## config.mk

```make
export PLATFORM = sky130hd
export DESIGN_NAME = jets_ctrl
export DESIGN_NICKNAME = d
export VERILOG_FILES = /design/src/design/jets_pkg.sv /design/src/design/jets_ctrl.sv
export VERILOG_INCLUDE_DIRS = /design/src /design/src/design
export SDC_FILE = /design/constraint.sdc
export NUM_CORES = 1
export LEC_CHECK = 0
export BUFFER_PORTS_ARGS = -buffer_cell sky130_fd_sc_hd__buf_2
export CAP_MARGIN = 25
export CORE_AREA = 2 2 39 41
export CTS_BUF_LIST = sky130_fd_sc_hd__clkbuf_4 sky130_fd_sc_hd__clkbuf_8 sky130_fd_sc_hd__clkbuf_16
export DETAILED_ROUTE_END_ITERATION = 12
export DIE_AREA = 0 0 41 43
export GPL_TIMING_DRIVEN = 0
export SLEW_MARGIN = 10
export SYNTH_ARGS = -nofsm -noshare
export SYNTH_HDL_FRONTEND = slang
export SYNTH_SLANG_ARGS = --single-unit
```

## constraint.sdc

```tcl
create_clock -name clk -period 1.3 [get_ports clk]
set_input_delay 0.195 -clock clk [delete_from_list [all_inputs] [get_ports clk]]
set_output_delay 0.195 -clock clk [all_outputs]
set_load 0.01 [all_outputs]
```

## src/design/julia_escape_time_pixel_top_assert.svh

```systemverilog
// ----------------------------------------------------------------------------
// Julia escape-time pixel engine: assertion macros
// Two forms of clocked implication check used by the engine's modules.
// ----------------------------------------------------------------------------
`ifndef JULIA_ESCAPE_TIME_PIXEL_TOP_ASSERT_SVH
`define JULIA_ESCAPE_TIME_PIXEL_TOP_ASSERT_SVH

`ifndef NO_ASSERTIONS
// Consequent must hold in the same cycle as the antecedent.
`define JETS_ASSERT_IMP(label, clk, rst_n, ante, cons, msg) \
  label: assert property (@(posedge clk) disable iff (!rst_n) (ante) |-> (cons)) \
    else $error(msg);
// Consequent must hold in the cycle after the antecedent.
`define JETS_ASSERT_NXT(label, clk, rst_n, ante, cons, msg) \
  label: assert property (@(posedge clk) disable iff (!rst_n) (ante) |=> (cons)) \
    else $error(msg);
`else
`define JETS_ASSERT_IMP(label, clk, rst_n, ante, cons, msg)
`define JETS_ASSERT_NXT(label, clk, rst_n, ante, cons, msg)
`endif

`endif

```

## src/design/jets_pkg.sv

```systemverilog
// ----------------------------------------------------------------------------
// Julia escape-time pixel engine: package
// Shared widths, register indexes, reset values and controller types.
// ----------------------------------------------------------------------------
package jets_pkg;

  localparam int PIX_W    = 12;
  localparam int ITER_W   = 10;
  localparam int COORD_W  = 32;
  localparam int RADIUS_W = 31;
  localparam int CFG_IDX_W  = 4;
  localparam int CFG_DATA_W = 32;

  // Configuration register indexes.
  localparam logic [CFG_IDX_W-1:0] CFG_ORIGIN_RE  = 4'd0;
  localparam logic [CFG_IDX_W-1:0] CFG_ORIGIN_IM  = 4'd1;
  localparam logic [CFG_IDX_W-1:0] CFG_STEP_RE    = 4'd2;
  localparam logic [CFG_IDX_W-1:0] CFG_STEP_IM    = 4'd3;
  localparam logic [CFG_IDX_W-1:0] CFG_C_RE       = 4'd4;
  localparam logic [CFG_IDX_W-1:0] CFG_C_IM       = 4'd5;
  localparam logic [CFG_IDX_W-1:0] CFG_RADIUS_SQ  = 4'd6;
  localparam logic [CFG_IDX_W-1:0] CFG_MAX_ITER   = 4'd7;

  // Register reset values.
  localparam logic signed [COORD_W-1:0] C_IM_RST      = 32'sd268435456;
  localparam logic [RADIUS_W-1:0]       RADIUS_SQ_RST = 31'd702773148;
  localparam logic [ITER_W-1:0]         MAX_ITER_RST  = 10'd100;

  typedef enum logic [2:0] {
    ST_IDLE,
    ST_MAP_MUL,
    ST_MAP_ADD,
    ST_MUL,
    ST_SUM,
    ST_UPD,
    ST_DONE
  } state_t;

  typedef struct packed {
    logic load_in;
    logic map_mul;
    logic map_add;
    logic mul;
    logic sum;
    logic step;
    logic out_load;
  } dp_cmd_t;

  typedef struct packed {
    logic done;
  } dp_sts_t;

endpackage

```

## src/design/jets_ctrl.sv

```systemverilog
// ----------------------------------------------------------------------------
// Julia escape-time pixel engine: controller
// Sequences mapping, the iteration passes and the result hand-over.
// ----------------------------------------------------------------------------
module jets_ctrl (
  input  logic              clk,
  input  logic              rst_n,
  input  logic              in_valid,
  output logic              in_ready,
  output logic              out_valid,
  input  logic              out_ready,
  input  jets_pkg::dp_sts_t sts,
  output jets_pkg::dp_cmd_t cmd
);

  jets_pkg::state_t state_r, state_nxt;
  logic             out_valid_r, out_valid_nxt;
  logic             slot_free;

  assign in_ready  = (state_r == jets_pkg::ST_IDLE);
  assign out_valid = out_valid_r;
  assign slot_free = !out_valid_r || out_ready;

  always_comb begin
    state_nxt = state_r;
    unique case (state_r)
      jets_pkg::ST_IDLE:    if (in_valid) state_nxt = jets_pkg::ST_MAP_MUL;
      jets_pkg::ST_MAP_MUL: state_nxt = jets_pkg::ST_MAP_ADD;
      jets_pkg::ST_MAP_ADD: state_nxt = jets_pkg::ST_MUL;
      jets_pkg::ST_MUL:     state_nxt = jets_pkg::ST_SUM;
      jets_pkg::ST_SUM:     state_nxt = jets_pkg::ST_UPD;
      jets_pkg::ST_UPD: begin
        state_nxt = sts.done ? jets_pkg::ST_DONE : jets_pkg::ST_MUL;
      end
      jets_pkg::ST_DONE:    if (slot_free) state_nxt = jets_pkg::ST_IDLE;
      default:              state_nxt = jets_pkg::ST_IDLE;
    endcase
  end

  always_comb begin
    cmd = '0;
    unique case (state_r)
      jets_pkg::ST_IDLE:    cmd.load_in  = in_valid;
      jets_pkg::ST_MAP_MUL: cmd.map_mul  = 1'b1;
      jets_pkg::ST_MAP_ADD: cmd.map_add  = 1'b1;
      jets_pkg::ST_MUL:     cmd.mul      = 1'b1;
      jets_pkg::ST_SUM:     cmd.sum      = 1'b1;
      jets_pkg::ST_UPD:     cmd.step     = !sts.done;
      jets_pkg::ST_DONE:    cmd.out_load = slot_free;
      default:              cmd = '0;
    endcase
  end

  always_comb begin
    out_valid_nxt = out_valid_r;
    if (cmd.out_load) begin
      out_valid_nxt = 1'b1;
    end else if (out_ready) begin
      out_valid_nxt = 1'b0;
    end
  end

  always_ff @(posedge clk) begin
    if (!rst_n) begin
      state_r     <= jets_pkg::ST_IDLE;
      out_valid_r <= 1'b0;
    end else begin
      state_r     <= state_nxt;
      out_valid_r <= out_valid_nxt;
    end
  end

`include "julia_escape_time_pixel_top_assert.svh"

  `JETS_ASSERT_NXT(a_accept_starts_map, clk, rst_n, in_valid && in_ready, state_r == jets_pkg::ST_MAP_MUL, "accepted pixel did not start mapping")
  `JETS_ASSERT_NXT(a_result_hand_over, clk, rst_n, cmd.out_load, out_valid_r && (state_r == jets_pkg::ST_IDLE), "result load did not present a result and return to idle")
  `JETS_ASSERT_IMP(a_busy_not_ready, clk, rst_n, state_r != jets_pkg::ST_IDLE, !in_ready, "input ready while a pixel is in progress")

endmodule

```

=== After elaboration in Yosys (flattened, before gate mapping) ===
Cells that the tools add are included.

* Eq/ne operators: 8
* Multiplexer cells: 13
* Reductions and logical operators: 6

{| class="wikitable"
|+ Operators by type and width
! cell !! number
|-
| 3-bit case mux with 7 select lines || 1
|-
| 3-bit equality test (second input constant) || 3
|-
| 1-bit two-way mux || 9
|-
| 3-bit two-way mux || 3
|-
| 3-bit by 2-bit equality test with 1-bit output (second input constant) || 2
|-
| 2-bit != test (second input constant) || 2
|-
| 3-bit by 1-bit equality test with 1-bit output (second input constant) || 1
|-
| 3-bit logical NOT || 1
|-
| 1-bit logical NOT || 2
|-
| 2-bit AND reduction || 1
|-
| 2-bit nonzero test || 1
|-
| 1-bit logical OR || 1
|}

* Flip-flop bits (word level): 4
* Bits of input ports: 5
* Output and inout port bits: 9
* Word-level logic and storage cells: 29

=== Depth between registers and ports, before layout ===
Gate-level depths: netlist of run 1.

* Word-level depth: 4
* Mapped depth: 4
* Mapped depth without buffers: 3

=== Worst setup path before layout of run 1 ===
OpenSTA, ideal clock, no wires.

* Path kind: flip-flop to output port
* From: register state_r[2]
* To: output cmd[6] (netlist name)
* Arrival: 0.995 ns
* Required time: 1.105 ns
* Setup slack: 0.110 ns
* Cell stages (with the launch flop): 4
* Buffers on the path: 1
* Cells stage by stage: dfxtp_1 > buf_4 > nor3_1 > and2_1

{| class="wikitable"
|+ RTL lines
! what !! line !! RTL
|-
| start, declared || jets_ctrl.sv:16 || <nowiki>jets_pkg::state_t state_r, state_nxt;</nowiki>
|-
| start signal, assigned || jets_ctrl.sv:65 || <nowiki>state_r <= jets_pkg::ST_IDLE;</nowiki>
|-
| start signal, assigned || jets_ctrl.sv:68 || <nowiki>state_r <= state_nxt;</nowiki>
|-
| end, declared || jets_ctrl.sv:13 || <nowiki>output jets_pkg::dp_cmd_t cmd</nowiki>
|}

==> results.txt, run 1 <==
Status: complete, but fails checks
Violated checks: setup timing
Final ANT Viol Nets: 0
Num rows: 14
Clock Latency Late Sink: 0.24 ns
Syn nets: 37
Starting density of the core: 19.0%
Data required time of the worst path: 1.11 ns
Global-route wire length before repair: 1060 um
Clock Sinks: 4
Grt ovf: 0
Final wirelength: 667 um
Crit path max fanout: 6
Number of synthesized register bits: 4
F_max: 0.765 GHz
Routed vias/inst: 4.18
Worst-case clock skew: 0.00567 ns
Commonest non-fill, non-tap cell in the layout: buf_2
Die Ht: 43 um
Lkg Pwr: 0.214 nW
Clk slew on worst S/H paths: 0.04 ns
Finished Layout Cells: 67
Hold_buf cts: 0
CTS Buffer Depth: 2
Placed instance area: 348 um2
P per Cell Area: 1010 mW/mm2
Avg Cell Area, Syn: 8.21 um2
Synth top area share: 30.5%
Kind of critical path: reg -> out
CTS tree: built
Register area share after synthesis: 30.5%
Mapped Cells: 32
Synth area leader: dfxtp_1
Worst slew pin tran: 0.200 ns
Global Route Usage Sum: 10.2%
Remaining DRCs: 0
Arrival time at the worst endpoint: 1.11 ns
H-tree depth: 1
Peak supply drop: 0.499 mV
Relative slew slack: 86.6%
Vias in the first global route: 263
Hold_ws: 0.206 ns
Max Slew Vio Count: 0
Chip width: 41 um
Initial antenna violation count: 0
Synth area leaders: dfxtp_1, buf_4, nor3b_1, nor2_1, nand2b_4
RD Place Congestion: 0.696
Nets: 58
Synth unique cells: 20
Layout area overhead: 62.4%
TritonCTS Buffers: 3
Tmin final: 1.31 ns
Fillers: 158
1st-iter DRT viols: 1
Warnings from Yosys: 0
Max_cap viols: 0
Unrepaired setup endpoints after global routing: true
Die area: 0.00176 mm2
Ports: 14
Average wire per cell in the routed design: 9.96 um
Final WS setup: -0.00697 ns
Hold/Removal Path Class: in -> reg
Inst Count DP: 61
Share of layout cells above drive strength 1: 58.8%
Synth Cell Area: 263 um2
Setup Viol. Count Final: 1
Clk root buf: clkbuf_4
Crit share post-route: 101%
Commonest non-fill, non-tap cells in the layout: buf_2, buf_4, nor2_1
# port buffers: 13
Core box area: 0.00138 mm2
# diodes: 0
Critical path endpoint category: output pin
Design Area, Final: 427 um2
Final Hold Violating Endpoints: 0
Largest net degree at the start of global routing: 10
CP Launch Type: flip-flop
Vias: 280
Setup_tns: -0.00697 ns
DR pass1 iterations: 3
## state kept, by name, indices dropped and copies added (netlist names)
signal	flops
state_r	3
out_valid	1
## metrics by stage
step,setup slack [ns],utilization (%),power (mW)
after floorplan,0.110,-,0.206
after global placement,0.137,25.1,0.239
after detailed placement,0.152,25.1,0.240
after CTS,-0.0149,30.0,0.435
after global routing,-0.0864,30.8,0.465
final,-0.00697,30.8,0.430
## cells by family (layout without fill, tap and decap cells)
kind of cell	after synthesis	after routing	share of synthesized area (%)
simple gates	18	18	42.4
flops	4	4	30.5
buf+inv	4	23	10.0
compound gates	6	6	17.1
## timing repair
item,4_1_cts,5_1_grt
gates resized for setup,6,2
endpoints found under the setup margin,3,5
pin swaps,1,0
buffers inserted,4,0
## critical path, cell delays in order, from the launching register on
cell and delay (ns):
dfxtp_2 0.33, buf_6 0.11, buf_4 0.12, nor3b_4 0.16, buf_2 0.15
## area by class of cell
cell class	count	area, um2	area share [%]
multi-input cells	24	178	41.6
repair buffers	17	101	23.8
flip-flops and latches	4	82.6	19.4
clock buffers	3	22.5	5.28
well taps	16	20.0	4.69
plain buffers	2	18.8	4.40
inverters	1	3.75	0.880
## power by group
part	internal, mW	switching, mW
sequential	0.133	0.0106
clock	0.104	0.0555
combinational	0.0733	0.0535
## synth_stat cells (all sizes together)
| cell type | number |
|---|---|
| a21boi | 1 |
| a21oi | 2 |
| and2 | 1 |
| and2b | 1 |
| and3 | 1 |
| buf | 3 |
| dfxtp | 4 |
| inv | 1 |
| nand2 | 2 |
| nand2b | 3 |
| nand3b | 1 |
| nor2 | 4 |
| nor2b | 1 |
| nor3 | 1 |
| nor3b | 3 |
| o21a | 1 |
| o31a | 1 |
| o31ai | 1 |
## layer usage
layer  global-route usage, %  vias to the layer above  part of all wire, %
met5                       0                        -                    0
met4                    8.00                        0                  1.3
met3                    9.42                        2                  8.8
met2                    14.4                        9                   53
met1                    8.31                      125                   37
li1                        -                      144                    -
## worst paths after layout
kind,start,endpoint,slack (ns),depth (start not counted)
worst max-delay path,state_r[0]$_SDFFE_PN0P_,cmd[1],-0.007,4
worst min-delay path,rst_n,state_r[1]$_SDFFE_PN0P_,0.21,2
worst max register to register,state_r[0]$_SDFFE_PN0P_,state_r[0]$_SDFFE_PN0P_,0.28,4
worst min register to register,out_valid$_SDFFE_PN0P_,out_valid$_SDFFE_PN0P_,0.57,2
Note: power is estimated with default switching activity, not from simulation.
==> inputs of run 2 (changes only) <==
--- a/config.mk
+++ b/config.mk
@@ -8,11 +8,14 @@
 export LEC_CHECK = 0
 export BUFFER_PORTS_ARGS = -buffer_cell sky130_fd_sc_hd__buf_2
 export CAP_MARGIN = 25
+export CELL_PAD_IN_SITES_DETAIL_PLACEMENT = 1
+export CELL_PAD_IN_SITES_GLOBAL_PLACEMENT = 1
 export CORE_AREA = 2 2 39 41
 export CTS_BUF_LIST = sky130_fd_sc_hd__clkbuf_4 sky130_fd_sc_hd__clkbuf_8 sky130_fd_sc_hd__clkbuf_16
 export DETAILED_ROUTE_END_ITERATION = 12
 export DIE_AREA = 0 0 41 43
 export GPL_TIMING_DRIVEN = 0
+export PLACE_DENSITY_LB_ADDON = 0.1
 export SLEW_MARGIN = 10
 export SYNTH_ARGS = -nofsm -noshare
 export SYNTH_HDL_FRONTEND = slang
==> run 2 against run 1 <==
Net effect:
- the flow now finishes without violations
- die area unchanged
- total power down 4.6%
- first-iteration DRC count unchanged
- count of clock-buffer cells in the layout unchanged
- hold slack better by 0.013 ns
- clock skew about the same
- flip-flop and latch count unchanged
- design area down 6.5%
- worst setup slack better by 0.054 ns
- via count up 3.9%
- combinational power down 17%
- largest cell class unchanged
- highest routed layer unchanged
==> results.txt, run 2 (synthesis results as in run 1) <==
Final wirelength: 729 um (was 667 um)
Placed instance area: 348 um2 (unchanged)
Peak supply drop: 0.265 mV (was 0.499 mV)
Hold/Removal Path Class: in -> reg (unchanged)
Hold path cells: 2 (unchanged)
GRT met1 Usage: 11.5% (was 8.31%)
Tmin final: 1.25 ns (was 1.31 ns)
Clk root buf: clkbuf_4 (unchanged)
Share of layout cells above drive strength 1: 57.1% (was 58.8%)
Worst-case clock skew: 0.00567 ns (about the same)
Setup crit start: state_r[1]$_SDFFE_PN0P_ (was state_r[0]$_SDFFE_PN0P_)
Hold_buf cts: 0 (unchanged)
Comb pwr share: 25.8% (was 29.5%)
Final Hold Violating Endpoints: 0 (unchanged)
End point of the critical path: cmd[1] (unchanged)
1st-iter DRT viols: 1 (unchanged)
Nets: 56 (was 58)
Reg2reg end: state_r[0]$_SDFFE_PN0P_ (unchanged)
TritonCTS Buffers: 3 (unchanged)
Average wire per cell in the routed design: 11.2 um (was 9.96 um)
Unrepaired setup endpoints after global routing: true (unchanged)
Lkg Pwr: 0.193 nW (was 0.214 nW)
Data required time of the worst path: 1.11 ns (about the same)
CTS tree: built (unchanged)
Largest net degree at the start of global routing: 10 (unchanged)
Hold Startpoint: rst_n (unchanged)
Relative slew slack: 88.1% (was 86.6%)
R2R setup slack: 0.22 ns (was 0.28 ns)
CTS Buffer Depth: 2 (unchanged)
Clock Sinks: 4 (unchanged)
Commonest non-fill, non-tap cells in the layout: buf_2, nor2_1, clkbuf_4, dfxtp_2 (was buf_2, buf_4, nor2_1)
Setup Viol. Count Final: 0 (was 1)
Max Slew Vio Count: 0 (unchanged)
# diodes: 0 (unchanged)
H-tree depth: 1 (unchanged)
Arrival time at the worst endpoint: 1.06 ns (was 1.11 ns)
Worst slew pin tran: 0.176 ns (was 0.200 ns)
Critical R2R Launch: state_r[0]$_SDFFE_PN0P_ (unchanged)
Initial antenna violation count: 0 (unchanged)
Kind of critical path: reg -> out (unchanged)
Die Ht: 43 um (unchanged)
Starting density of the core: 19.0% (unchanged)
RD Place Congestion: 0.619 (was 0.696)
Layout area overhead: 51.9% (was 62.4%)
Chip width: 41 um (unchanged)
Ports: 14 (unchanged)
Final ANT Viol Nets: 0 (unchanged)
M3 GR Usage: 3.14% (was 9.42%)
Remaining DRCs: 0 (unchanged)
Num rows: 14 (unchanged)
Hold_ws: 0.219 ns (was 0.206 ns)
Vias in the first global route: 267 (was 263)
Met2 Resource Use GR: 13.4% (was 14.4%)
Crit path max fanout: 8 (was 6)
Clock Latency Late Sink: 0.24 ns (about the same)
Biggest register: state_r (unchanged)
Power Internal: 0.295 mW (was 0.310 mW)
Crit share post-route: 96.4% (was 101%)
P per Cell Area: 1030 mW/mm2 (was 1010 mW/mm2)
Switching Power: 0.115 mW (was 0.120 mW)
Core box area: 0.00138 mm2 (unchanged)
Max_cap viols: 0 (unchanged)
Global-route wire length before repair: 1110 um (was 1060 um)
Clk slew on worst S/H paths: 0.04 ns (about the same)
FF-to-FF path depth: 4 (unchanged)
Max reg flops: 3 (unchanged)
Sw frac: 28.0% (was 27.8%)
Clock network fraction of design power: 37.9% (was 37.0%)
Critical path endpoint category: output pin (unchanged)
# port buffers: 13 (unchanged)
Commonest non-fill, non-tap cell in the layout: buf_2 (unchanged)
F_max: 0.798 GHz (was 0.765 GHz)
DR pass1 iterations: 2 (was 3)
Routed vias/inst: 4.48 (was 4.18)
Vias: 291 (was 280)
GRT Max-Usage Layer: met2 (unchanged)
Register share of total power: 36.2% (was 33.5%)
Design Area, Final: 399 um2 (was 427 um2)
Grt ovf: 0 (unchanged)
Status: finished clean (was complete, but fails checks)
CP Launch Type: flip-flop (unchanged)
Global Route Usage Sum: 10.0% (was 10.2%)
Die area: 0.00176 mm2 (unchanged)
-- run 2: cell count changes in the layout (fill, tap and decap cells not counted), sizes merged --
cell	before	now
buf	19	17
-- run 2: cell type report --
type	instances	area (um2)
plain buffers	1	11.3
clock buffers	3	22.5
fillers	178	985
inverters	1	3.75
multi-input cells	24	166
flip-flops and latches	4	83.8
well taps	16	20.0
repair buffers	16	91.3
-- run 2: what timing repair did --
action	CTS	global route
buffers inserted	2	0
cloned	0	1
pin swaps	1	0
gates resized for setup	6	2
endpoints found under the hold margin	0	0
endpoints found under the setup margin	4	5
-- run 2: worst min path at each step --
stage | to | slack, ns
after CTS | state_r[1]$_SDFFE_PN0P_ | 0.21
after global routing | state_r[1]$_SDFFE_PN0P_ | 0.22
after global placement | state_r[1]$_SDFFE_PN0P_ | 0.46
final | state_r[1]$_SDFFE_PN0P_ | 0.22
after floorplan | state_r[1]$_SDFFE_PN0P_ | 0.31
after detailed placement | state_r[1]$_SDFFE_PN0P_ | 0.46
-- run 2: worst max-delay path, cell delays in order, from the launching register on --
cell and delay [ns]:
dfxtp_2 0.36, nand2b_4 0.17, nor3b_2 0.14, buf_2 0.14
-- run 2: per-stage QoR --
step                      total power, mW  worst slack, ns  instances  utilization [%]  TNS (ns)
after detailed placement            0.244            0.118         61             25.1         0
after CTS                           0.426          -0.0161         65             28.9   -0.0189
after floorplan                     0.206            0.110         32                -         0
after global routing                0.439          0.00360         65             28.8         0
final                               0.410           0.0466         65             28.8         0
after global placement              0.241            0.147         61             25.1         0
-- run 2: per-layer routing --
metal / routed length (um) / part of all wire [%]
met1: 312 / 43
met2: 363 / 50
met3: 45 / 6.2
met4: 8 / 1.1
met5: 0 / 0
-- run 2: power by group through the flow --
stage | combinational [mW] | sequential [mW] | clock (mW)
2_1_floorplan | 0.0655 | 0.141 | 0
3_3_place_gp | 0.0977 | 0.143 | 0
3_5_place_dp | 0.100 | 0.144 | 0
4_1_cts | 0.117 | 0.145 | 0.165
5_1_grt | 0.116 | 0.150 | 0.174
6_report | 0.106 | 0.149 | 0.156
